File: config.mk
export PLATFORM = sky130hd
export DESIGN_NAME = threshold_relay_with_duty_timer_unit
export DESIGN_NICKNAME = d
export VERILOG_FILES = /design/src/hw/rtl/trdt_pkg.sv /design/src/hw/rtl/trdt_cfg.sv /design/src/hw/rtl/trdt_chan.sv /design/src/hw/rtl/threshold_relay_with_duty_timer_unit.sv
export SDC_FILE = /design/constraint.sdc
export NUM_CORES = 1
export LEC_CHECK = 0
export ABC_AREA = 0
export BUFFER_PORTS_ARGS = -buffer_cell sky130_fd_sc_hd__buf_4
export CORE_UTILIZATION = 30
export CTS_BUF_LIST = sky130_fd_sc_hd__clkbuf_8
export DETAILED_ROUTE_END_ITERATION = 10
export GPL_TIMING_DRIVEN = 0
export HOLD_SLACK_MARGIN = 0.05
export PLACE_DENSITY = 0.49
export SLEW_MARGIN = 10
export SYNTH_ARGS = -nofsm -noshare
export SYNTH_HDL_FRONTEND = slang
export SYNTH_SLANG_ARGS = --single-unit
File: constraint.sdc
create_clock -name clk -period 4.4 [get_ports clk]
set_clock_uncertainty 0.15 [all_clocks]
set_input_delay 0.22 -clock clk [delete_from_list [all_inputs] [get_ports clk]]
set_output_delay 0.22 -clock clk [all_outputs]
set_load 0.03 [all_outputs]
File: src/hw/rtl/trdt_pkg.sv
`default_nettype none

package trdt_pkg;

  // Event kinds carried by the mode field
  typedef enum logic [1:0] {
    MODE_HUMIDITY = 2'd0,
    MODE_CO2      = 2'd1,
    MODE_TICK     = 2'd2,
    MODE_BUTTON   = 2'd3
  } mode_t;

  // Configuration register indexes
  localparam int unsigned CFG_IDX_W = 3;
  localparam logic [CFG_IDX_W-1:0] CFG_HUM_P0 = 3'd0;
  localparam logic [CFG_IDX_W-1:0] CFG_HUM_P1 = 3'd1;
  localparam logic [CFG_IDX_W-1:0] CFG_HUM_P2 = 3'd2;
  localparam logic [CFG_IDX_W-1:0] CFG_CO2_P0 = 3'd3;
  localparam logic [CFG_IDX_W-1:0] CFG_CO2_P1 = 3'd4;
  localparam logic [CFG_IDX_W-1:0] CFG_CO2_P2 = 3'd5;

  localparam int unsigned CFG_DATA_W = 16;
  localparam int unsigned HUM_LIM_W  = 7;
  localparam int unsigned HUM_W      = 10;
  localparam int unsigned HUM_CMP_W  = 11;  // holds 10 * 127
  localparam int unsigned CO2_W      = 16;
  localparam int unsigned TIME_W     = 32;
  localparam int unsigned DUR_W      = 17;  // up to 86400 seconds

  // Profile codes
  localparam logic [1:0] PROFILE_0 = 2'd0;
  localparam logic [1:0] PROFILE_1 = 2'd1;
  localparam logic [1:0] PROFILE_2 = 2'd2;
  localparam logic [1:0] PROFILE_BAD = 2'd3;

  // Reset thresholds
  localparam logic [HUM_LIM_W-1:0] HUM_RST_P0 = 7'd95;
  localparam logic [HUM_LIM_W-1:0] HUM_RST_P1 = 7'd95;
  localparam logic [HUM_LIM_W-1:0] HUM_RST_P2 = 7'd85;
  localparam logic [CO2_W-1:0]     CO2_RST    = 16'd1000;

  // Duty timer phase lengths in seconds
  localparam logic [DUR_W-1:0] FAN_ON_SECS   = 17'd1200;
  localparam logic [DUR_W-1:0] FAN_OFF_SECS  = 17'd3600;
  localparam logic [DUR_W-1:0] PUMP_ON_SECS  = 17'd2;
  localparam logic [DUR_W-1:0] PUMP_OFF_SECS = 17'd4;

  // Update applied to one relay channel by one transaction
  typedef struct packed {
    logic              sample_en;
    logic              forced_on;
    logic              tick_en;
    logic [TIME_W-1:0] now;
  } chan_op_t;

endpackage

`default_nettype wire

File: src/hw/rtl/trdt_cfg.sv
`default_nettype none

module trdt_cfg (
  input  wire logic                               clk,
  input  wire logic                               rst,
  input  wire logic                               cfg_we,
  input  wire logic [trdt_pkg::CFG_IDX_W-1:0]     cfg_index,
  input  wire logic [trdt_pkg::CFG_DATA_W-1:0]    cfg_data,
  input  wire logic [1:0]                         profile_sel,
  output logic      [trdt_pkg::HUM_LIM_W-1:0]     hum_limit,
  output logic      [trdt_pkg::CO2_W-1:0]         co2_limit
);
  import trdt_pkg::*;

  logic [HUM_LIM_W-1:0] hum_p0, hum_p1, hum_p2;
  logic [CO2_W-1:0]     co2_p0, co2_p1, co2_p2;

  // Hold the threshold registers; writes beyond the list are dropped
  always_ff @(posedge clk) begin
    if (rst) begin
      hum_p0 <= HUM_RST_P0;
      hum_p1 <= HUM_RST_P1;
      hum_p2 <= HUM_RST_P2;
      co2_p0 <= CO2_RST;
      co2_p1 <= CO2_RST;
      co2_p2 <= CO2_RST;
    end else if (cfg_we) begin
      case (cfg_index)
        CFG_HUM_P0: hum_p0 <= cfg_data[HUM_LIM_W-1:0];
        CFG_HUM_P1: hum_p1 <= cfg_data[HUM_LIM_W-1:0];
        CFG_HUM_P2: hum_p2 <= cfg_data[HUM_LIM_W-1:0];
        CFG_CO2_P0: co2_p0 <= cfg_data;
        CFG_CO2_P1: co2_p1 <= cfg_data;
        CFG_CO2_P2: co2_p2 <= cfg_data;
        default: ;
      endcase
    end
  end

  // Select the active profile's limits; the unused code falls back to profile 0
  always_comb begin
    case (profile_sel)
      PROFILE_1: begin
        hum_limit = hum_p1;
        co2_limit = co2_p1;
      end
      PROFILE_2: begin
        hum_limit = hum_p2;
        co2_limit = co2_p2;
      end
      default: begin
        hum_limit = hum_p0;
        co2_limit = co2_p0;
      end
    endcase
  end

endmodule

`default_nettype wire

File: src/hw/rtl/trdt_chan.sv
`default_nettype none

module trdt_chan (
  input  wire logic                           clk,
  input  wire logic                           rst,
  input  wire trdt_pkg::chan_op_t             op,
  input  wire logic [trdt_pkg::DUR_W-1:0]     on_secs,
  input  wire logic [trdt_pkg::DUR_W-1:0]     off_secs,
  output logic                                relay,
  output logic                                by_timer
);
  import trdt_pkg::*;

  logic              phase_on;
  logic [TIME_W-1:0] phase_start;

  logic [TIME_W-1:0] elapsed;
  logic [TIME_W-1:0] dur;
  logic              expired;

  // Elapsed time wraps modulo 2^32
  assign elapsed = op.now - phase_start;
  assign dur     = phase_on ? TIME_W'(on_secs) : TIME_W'(off_secs);
  assign expired = elapsed > dur;

  // Force or release the relay on a sample; toggle the phase on an expired tick while timer-driven
  always_ff @(posedge clk) begin
    if (rst) begin
      relay       <= 1'b0;
      by_timer    <= 1'b1;
      phase_on    <= 1'b0;
      phase_start <= '0;
    end else if (op.sample_en) begin
      relay    <= op.forced_on;
      by_timer <= ~op.forced_on;
    end else if (op.tick_en && by_timer && expired) begin
      phase_on    <= ~phase_on;
      relay       <= ~phase_on;
      phase_start <= op.now;
    end
  end

  a_force_on: assert property (@(posedge clk) disable iff (rst)
    op.sample_en && op.forced_on |=> relay && !by_timer)
    else $error("channel not forced on by sample");

  a_release: assert property (@(posedge clk) disable iff (rst)
    op.sample_en && !op.forced_on |=> !relay && by_timer)
    else $error("channel not released to timer by sample");

  a_suspended_hold: assert property (@(posedge clk) disable iff (rst)
    !by_timer && !op.sample_en |=> $stable(phase_on) && $stable(phase_start) && $stable(relay))
    else $error("suspended timer moved");

  a_timer_relay: assert property (@(posedge clk) disable iff (rst)
    by_timer && op.tick_en && !op.sample_en && expired |=> relay == phase_on)
    else $error("relay does not follow timer phase");

endmodule

`default_nettype wire

File: src/hw/rtl/threshold_relay_with_duty_timer_unit.sv
// Channel  Handshake           Payload
// in       in_valid/in_ready   mode, humidity_tenths, co2_ppm, now_seconds, pin_level
// out      out_valid/out_ready pump_on, fan_on, profile, pump_timer_active, fan_timer_active
// cfg      cfg_we (no wait)    cfg_index, cfg_data
//
// One transaction per cycle while out_ready holds; each passes the input and result registers.
// The input register feeds the compare/subtract logic, which updates the channel state
// and loads the result register in the same edge.
// Synchronous active-high reset: profile 0, relays off, both timers active, reset limits.
// A stalled result holds the input register; a new transaction is taken as the result leaves.
`default_nettype none

module threshold_relay_with_duty_timer_unit (
  input  wire logic                             clk,
  input  wire logic                             rst,
  input  wire logic                             in_valid,
  output logic                                  in_ready,
  input  wire logic [1:0]                       mode,
  input  wire logic [trdt_pkg::HUM_W-1:0]       humidity_tenths,
  input  wire logic [trdt_pkg::CO2_W-1:0]       co2_ppm,
  input  wire logic [trdt_pkg::TIME_W-1:0]      now_seconds,
  input  wire logic                             pin_level,
  output logic                                  out_valid,
  input  wire logic                             out_ready,
  output logic                                  pump_on,
  output logic                                  fan_on,
  output logic      [1:0]                       profile,
  output logic                                  pump_timer_active,
  output logic                                  fan_timer_active,
  input  wire logic                             cfg_we,
  input  wire logic [trdt_pkg::CFG_IDX_W-1:0]   cfg_index,
  input  wire logic [trdt_pkg::CFG_DATA_W-1:0]  cfg_data
);
  import trdt_pkg::*;

  // Input register
  logic              s1_valid;
  mode_t             s1_mode;
  logic [HUM_W-1:0]  s1_hum;
  logic [CO2_W-1:0]  s1_co2;
  logic [TIME_W-1:0] s1_now;
  logic              s1_pin;

  logic              advance;
  logic [1:0]        active_profile;
  logic [1:0]        active_profile_next;
  logic [HUM_LIM_W-1:0] hum_limit;
  logic [CO2_W-1:0]  co2_limit;
  logic [HUM_CMP_W-1:0] hum_thresh;
  chan_op_t          pump_op, fan_op;
  logic              pump_relay, fan_relay, pump_by_timer, fan_by_timer;

  assign advance  = s1_valid && (!out_valid || out_ready);
  assign in_ready = !s1_valid || advance;

  // Capture a transaction into the input register
  always_ff @(posedge clk) begin
    if (rst) begin
      s1_valid <= 1'b0;
    end else if (in_ready) begin
      s1_valid <= in_valid;
    end
  end

  always_ff @(posedge clk) begin
    if (in_valid && in_ready) begin
      s1_mode <= mode_t'(mode);
      s1_hum  <= humidity_tenths;
      s1_co2  <= co2_ppm;
      s1_now  <= now_seconds;
      s1_pin  <= pin_level;
    end
  end

  trdt_cfg u_cfg (
    .clk         (clk),
    .rst         (rst),
    .cfg_we      (cfg_we),
    .cfg_index   (cfg_index),
    .cfg_data    (cfg_data),
    .profile_sel (active_profile),
    .hum_limit   (hum_limit),
    .co2_limit   (co2_limit)
  );

  // Scale the percent limit to tenths: 10x = 8x + 2x
  assign hum_thresh = {1'b0, hum_limit, 3'b000} + {3'b000, hum_limit, 1'b0};

  // Build the per-channel updates
  always_comb begin
    pump_op.sample_en = advance && (s1_mode == MODE_HUMIDITY);
    pump_op.forced_on = {1'b0, s1_hum} < hum_thresh;
    pump_op.tick_en   = advance && (s1_mode == MODE_TICK);
    pump_op.now       = s1_now;
    fan_op.sample_en  = advance && (s1_mode == MODE_CO2);
    fan_op.forced_on  = s1_co2 > co2_limit;
    fan_op.tick_en    = advance && (s1_mode == MODE_TICK);
    fan_op.now        = s1_now;
  end

  trdt_chan u_pump (
    .clk      (clk),
    .rst      (rst),
    .op       (pump_op),
    .on_secs  (PUMP_ON_SECS),
    .off_secs (PUMP_OFF_SECS),
    .relay    (pump_relay),
    .by_timer (pump_by_timer)
  );

  trdt_chan u_fan (
    .clk      (clk),
    .rst      (rst),
    .op       (fan_op),
    .on_secs  (FAN_ON_SECS),
    .off_secs (FAN_OFF_SECS),
    .relay    (fan_relay),
    .by_timer (fan_by_timer)
  );

  // Step the profile on a low button level, wrapping after profile 2
  always_comb begin
    active_profile_next = active_profile;
    if (advance && (s1_mode == MODE_BUTTON) && !s1_pin) begin
      case (active_profile)
        PROFILE_0: active_profile_next = PROFILE_1;
        PROFILE_1: active_profile_next = PROFILE_2;
        default:   active_profile_next = PROFILE_0;
      endcase
    end
  end

  always_ff @(posedge clk) begin
    if (rst) begin
      active_profile <= PROFILE_0;
    end else begin
      active_profile <= active_profile_next;
    end
  end

  // Result register: post-update relay state of each channel
  always_ff @(posedge clk) begin
    if (rst) begin
      out_valid <= 1'b0;
    end else if (advance) begin
      out_valid <= 1'b1;
    end else if (out_ready) begin
      out_valid <= 1'b0;
    end
  end

  assign pump_on           = pump_relay;
  assign fan_on            = fan_relay;
  assign profile           = active_profile;
  assign pump_timer_active = pump_by_timer;
  assign fan_timer_active  = fan_by_timer;

  a_profile_code: assert property (@(posedge clk) disable iff (rst)
    active_profile != PROFILE_BAD)
    else $error("profile holds unused code");

  a_result_loaded: assert property (@(posedge clk) disable iff (rst)
    advance |=> out_valid)
    else $error("result lost after advance");

  a_stall_full: assert property (@(posedge clk) disable iff (rst)
    !in_ready |-> s1_valid && out_valid && !out_ready)
    else $error("input stalled without a held result");

  a_state_hold: assert property (@(posedge clk) disable iff (rst)
    out_valid && !out_ready |=> $stable(active_profile) && $stable(pump_relay)
      && $stable(fan_relay))
    else $error("state moved under a stalled result");

endmodule

`default_nettype wire
* Word level (Yosys, flattened, before mapping)
Index checks and enable logic that the tools add are counted.
** Storage, ports and cells
- Register bits :: 204
- Bits in latches :: 0
- RAM bits :: 0
- Memory bits (read-only) :: 0
- Bits of input ports :: 85
- Output and inout bits :: 8
- Logic and storage cells :: 86
- Memories :: 0
** Cells by class
- Add/subtract/negate cells :: 3
- Multipliers :: 0
- Divide/modulo/power cells :: 0
- Order comparisons :: 4
- Eq/ne operators :: 10
- Shift operators :: 0
- Multiplexer cells :: 11
- Bitwise gates (word level) :: 6
- Reduce and logical (&&, ||, !) cells :: 30
** Operators with widths (number)
- > comparator 32 bit :: 2
- subtractor 32 bit :: 2
- case mux 16 bit (2 select lines) :: 1
- > comparator 16 bit :: 1
- AND reduction 2 bit :: 8
- case mux 7 bit (2 select lines) :: 1
- two-way mux 12 bit :: 1
- adder 10 x 8 -> 11 bit :: 1
- logical AND 1 bit :: 11
- less-than comparator 10 x 11 -> 1 bit :: 1
- == test 2 bit (second input constant) :: 3
- == test 3 x 2 -> 1 bit (second input constant) :: 2
- == test 3 bit (second input constant) :: 2
- two-way mux 1 bit :: 6
- inverter 1 bit :: 6
- nonzero test 2 bit :: 3
- == test 2 x 1 -> 1 bit (second input constant) :: 2
- zero test 2 bit :: 2
- case mux 2 bit (2 select lines) :: 1
- == test 3 x 1 -> 1 bit (second input constant) :: 1
- zero test 1 bit :: 3
- zero test 3 bit :: 1
- two-way mux 3 bit :: 1
- logical OR 1 bit :: 2

* Logic depth before layout (Yosys ltp)
- Depth in word-level cells :: 8
- Depth in mapped cells :: 22
- Gate-level depth less buffers :: 20

* Hierarchy
From an unflattened synthesis, not the netlist that was laid out.
** Unflattened totals
- Cells, all modules :: 1788
- Area total of the unflattened synthesis :: 15239.6 um^2
** By module, submodules not included
- trdt_chan :: times used 2, cells an instance 632, area an instance 4642.0 um^2, sequential area each 700.7 um^2
- trdt_cfg :: times used 1, cells an instance 337, area an instance 3171.8 um^2, sequential area each 1381.3 um^2
- threshold_relay_with_duty_timer_unit :: times used 1, cells an instance 187, area an instance 2783.9 um^2, sequential area each 1881.8 um^2

* Worst setup path after synthesis
Ideal clock, no wire load.
- Path kind :: register to register
- Start :: register active_profile[0] (netlist: profile[0])
- End :: register u_pump.relay
- Setup time :: 86 ps
- Data arrival time :: 4176 ps
- Required time :: 4164 ps
- Path slack :: -12 ps
- Cell stages (with the launch flop) :: 23
- Path buffers :: 2
- Period minus slack after synthesis :: 4412 ps
- Cells stage by stage :: dfxtp_1 -> inv_1 -> ha_1 -> clkbuf_1 -> buf_1 -> nor2_1 -> a21oi_1 -> ha_1 -> inv_1 -> fa_1 -> inv_1 -> a21oi_1 -> o21bai_1 -> xnor2_1 -> ha_1 -> a21o_1 -> a221oi_1 -> o21ai_0 -> a21oi_1 -> o21ai_0 -> o211ai_1 -> o21ai_0 -> a211oi_1
** Between the ends
- Word-level cells in the longest chain between the ends :: 5
- Elaborated cells on any way between the ends :: 6
- Those cells by class :: 1 x add/sub; 1 x order compare; 2 x eq/ne; 2 x mux
** Ends and longest elaborated chain
- from (decl) :: RTL line threshold_relay_with_duty_timer_unit.sv:45 : logic [1:0] active_profile;
- from (signal assigned) :: RTL line threshold_relay_with_duty_timer_unit.sv:137 : active_profile <= active_profile_next;
- == test 2 bit or == test 2 x 1 -> 1 bit (tied branches) :: RTL line trdt_cfg.sv:42 : case (profile_sel)
- case mux 7 bit (2 select lines) * :: RTL line trdt_cfg.sv:42
- adder 10 x 8 -> 11 bit * :: RTL line threshold_relay_with_duty_timer_unit.sv:87 : assign hum_thresh = {1'b0, hum_limit, 3'b000} + {3'b000, hum_limit, 1'b0};
- less-than comparator 10 x 11 -> 1 bit * :: RTL line threshold_relay_with_duty_timer_unit.sv:92 : pump_op.forced_on = {1'b0, s1_hum} < hum_thresh;
- two-way mux 1 bit * :: RTL line trdt_chan.sv:33 : end else if (op.sample_en) begin
- to (signal assigned) :: RTL line trdt_chan.sv:34 : relay <= op.forced_on;
- to (signal assigned) :: RTL line trdt_chan.sv:38 : relay <= ~phase_on;
- to (decl) :: RTL line trdt_chan.sv:9 : output logic relay,
Every way passes the cells marked *; elsewhere a longest branch is shown, timed or not.
A chain may end at the register's enable or synchronous reset.

* Final worst setup path
- Start :: register s1_now[0]
- End :: register u_pump.phase_start[16]
** Between the ends
- Word-level cells in the longest chain between the ends :: 4
** Ends and longest elaborated chain
- from (decl) :: RTL line threshold_relay_with_duty_timer_unit.sv:41 : logic [TIME_W-1:0] s1_now;
- from (signal assigned) :: RTL line threshold_relay_with_duty_timer_unit.sv:70 : s1_now <= now_seconds;
- subtractor 32 bit :: RTL line trdt_chan.sv:22 : assign elapsed = op.now - phase_start;
- > comparator 32 bit :: RTL line trdt_chan.sv:24 : assign expired = elapsed > dur;
- logical AND 1 bit :: RTL line trdt_chan.sv:36 : end else if (op.tick_en && by_timer && expired) begin
- AND reduction 2 bit (no line)
- to (signal assigned) :: RTL line trdt_chan.sv:39 : phase_start <= op.now;
- to (decl) :: RTL line trdt_chan.sv:15 : logic [TIME_W-1:0] phase_start;
No other way between the ends.

==> results.md <==
* Max Cap Violations at 0
* Nature of the critical path startpoint: register
* Worst min-delay path class: in2reg
* Largest net degree at the start of global routing at 34
* Pwr/cell area at 299 mW/mm^2
* Post-route cell area at between 0.015 and 0.02 sq mm
* Least-Margin Pin Slew at between 0.8 and 0.9 ns
* Layout area overhead at 30.3%
* Gr usage total at a little over a fifth
* Top cells by area, synth: dfxtp_1, edfxtp_1, ha_1
* Placeable Area at approximately 0.046 sq mm
* Dominant synthesized flop cell: dfxtp_1
* Hold_ws at about 0.12 ns
* Crit path cell chain: inv_2, ha_4, fa_2, xnor2_2, ha_1, nor2b_1, o21a_1, a211oi_2, o2111ai_1, or4b_1, nor4_2, nand4_1, nor4_4, buf_4, and2_4, buf_12, buf_8, o311ai_1
* Slew Viols, Final at 0
* Critical path's slowest cell: or4b_1
* Pre-CTS setup slack at -0.834 ns
* Largest family of logic cells by synthesized area: compound AO/OA/AOI/OAI gates
* Compound-gate portion of the synthesized area at 24.5%
* Slew margin rel. at 41.1%
* Pwr Total at around 5500 uW
* Critical Path AT at about 4.7 ns
* Average vias per placed instance at 5.51
* CTS tree: built
* Die area at 0.0479 sq mm
* Io pins at 93
* Vias in the first global route at 14,100
* Routed vias at about 15,000
* Count of antenna-violating nets left after detailed routing at 0
* Top-count cell post-synth: nand2_1
* Setup CP Type: reg2reg
* XOR/XNOR share of the synthesized area at under 10%
* Clk slew on worst S/H paths at 0.06 ns
* DR iter-0 viols at approximately 1,100
* Max IR drop VDD at ~200 uV
* GRT overflow at 0
* Post-synthesis simple-gate area fraction at around a quarter
* Post-Synth Adder-Cell Area at about a tenth
* Worst Path Required at roughly 4.7 ns
* Post-synth top area cell: dfxtp_1
* Synth Warn # at 0
* Synth Register Bits at 203
* Commonest cells post-synth: nand2_1, nor2_1, dfxtp_1
* Die Span Y at 219 um
* Post-synthesis average cell area at roughly 8.0 sq um
* Clock H-tree levels at 2
* Nets at roughly 2,200
* HPWL after DPL at approximately 38 mm
* Status: complete, but fails checks
* Gpl congestion at a little under 0.9
* Root Driver: clkbuf_8
* Fin crit share at 100%
* Cts bufs inserted at 42
* Final setup vio count at 1
* Achievable clock frequency at ~0.23 GHz
* Number of synthesized flops with an enable pin at 60
* CP Max Fanout at 8
* Starting Density at between 30 and 40%
* Post-synth cell types at roughly 80
* Share of post-route cells with drive strength above 1 at 15.5%
* Post-synth design cell area at between 0.01 and 0.015 sq mm
* Filler cells at between 4,000 and 5,000
* Drt first pass iters at 6
* Endpoints failing hold at 0
* Syn_nets at 1,949
* Clock Sinks at approximately 200
* Synth Instances at around 1,800
* Final min period at between 4 and 5 ns
* PnR worst setup slack at -0.000905 ns
* Later-pin clock latency in the skew report at 0.62 ns
* DRC viols at 0
* Mux contribution to synthesized area at 1.57%
* CP Capture Type: register
* Placed Area at around 0.016 sq mm
* Failing checks: setup timing
* Yosys top cell area share at between 20% and 30%
* DR WL/cell at between 15 and 20 um
* Die X at approximately 220 um
* FP Rows at 79
* First-pass GRT wire length at about 80 mm
* CTS Buffer Depth at 3
* Port bufs at 90
* Initial antenna violation count at 2
* RSZ-0062 raised after global routing: yes
* CP max stage delay at about 0.54 ns
* Drt total wl at around 52 mm
* Placed cells at roughly 2,500
* Post-synthesis sequential area ratio at between 30% and 40%
* Synth async-reset ratio at 0%
* Non-filler cells, final at around 2,700
* Leak at around 0.0069 uW
kinds of logic after synthesis:
group / Yosys count
and+or+nand+nor: 680
AOI/OAI and AO/OA: 499
buffers and inverters: 217
DFF: 203
adders and majority gates: 104
xor gates and xnor gates: 35
muxes: 22
layout make-up:
| class | count | area (sq um) | area share [%] |
|---|---|---|---|
| buffer | 123 | 653 | 3.55 |
| tap | 607 | 759 | 4.13 |
| timing repair buffer | 223 | 1990 | 10.8 |
| multi-input combinational | 1340 | 9100 | 49.5 |
| clock buffer | 52 | 716 | 3.89 |
| clock inverter | 25 | 141 | 0.769 |
| antenna | 1 | 2.50 | 0.0136 |
| inverter | 92 | 345 | 1.88 |
| sequential | 203 | 4670 | 25.4 |
worst max-delay path, delay by kind of cell (launching register included):
| family | cells | cell delay, ns |
|---|---|---|
| DFF | 1 | 0.37 |
| adders and majority gates | 3 | 0.82 |
| buffers and inverters | 4 | 0.53 |
| xor gates and xnor gates | 1 | 0.14 |
| AOI/OAI and AO/OA | 4 | 0.73 |
| and+or+nand+nor | 6 | 1.49 |
final timing paths:
| path | startpoint | to | slack (ns) | depth (start not counted) |
|---|---|---|---|---|
| hold / removal | cfg_we | u_cfg.co2_p2[1] | 0.12 | 4 |
| hold reg to reg | u_cfg.co2_p0[2] | u_cfg.co2_p0[2] | 0.30 | 2 |
| setup / recovery | s1_now[0] | u_pump.phase_start[16] | -0.0009 | 18 |
| setup reg to reg | s1_now[0] | u_pump.phase_start[16] | -0.0009 | 18 |
power breakdown:
| group | internal [uW] | switching, uW | total [uW] |
|---|---|---|---|
| clock | 1130 | 932 | 2060 |
| combinational | 540 | 815 | 1360 |
| sequential | 2010 | 67.3 | 2080 |
sequential cells by signal, indices dropped and copies added, names as in the netlist, 2 cells and up:
| register | flops |
|---|---|
| s1_mode | 2 |
| profile | 2 |
| s1_hum | 9 |
| u_cfg.co2_p1 | 16 |
| u_cfg.co2_p0 | 16 |
| u_pump.phase_start | 32 |
| u_fan.phase_start | 32 |
| s1_co2 | 16 |
| u_cfg.hum_p1 | 7 |
| u_cfg.hum_p0 | 7 |
| s1_now | 32 |
| u_cfg.hum_p2 | 7 |
| u_cfg.co2_p2 | 16 |
metal layers:
metal  global-route usage [%]  routed length [um]  vias to the layer above
met5                        0                  17                        -
met4                     8.84                1980                        2
met3                     2.98                2500                      102
met2                     35.7               24600                      481
met1                     27.0               22900                     7028
li1                         -                   -                     7075
layout by cell type, fill, tap and decap left out, drive strengths merged, types with 23 or more instances in the layout:
| master | synthesis | routed |
|---|---|---|
| a22oi | 55 | 55 |
| buf | 13 | 155 |
| a21o | 23 | 23 |
| dfxtp | 143 | 143 |
| nor2 | 170 | 170 |
| edfxtp | 60 | 60 |
| a32oi | 35 | 35 |
| or4b | 33 | 33 |
| inv | 92 | 115 |
| nand4 | 56 | 56 |
| o311ai | 65 | 65 |
| clkbuf | 112 | 160 |
| nor3 | 25 | 25 |
| a21oi | 123 | 123 |
| o21ai | 76 | 76 |
| nand3 | 45 | 45 |
| ha | 101 | 101 |
| nand2 | 257 | 257 |
| dlygate4sd3 | 0 | 83 |
per-stage QoR:
stage | util (%) | setup TNS (ns)
finish | 39.6 | -0.000905
global route | 39.6 | -6.98
CTS | 38.3 | -0.0182
detailed placement | 33.5 | -44.54
global placement | 33.5 | -50.19
floorplan | - | 0
what timing repair did:
action / 4_1_cts / 5_1_grt
setup buffers: 24 / 20
endpoints found under the setup margin: 69 / 69
hold buffers: 83 / 0
hold endpoints to repair: 140 / 0
pin swaps: 19 / 32
gates cloned: 0 / 5
gates resized for setup: 90 / 100
No activity file was read; power rests on OpenSTA's default activity.
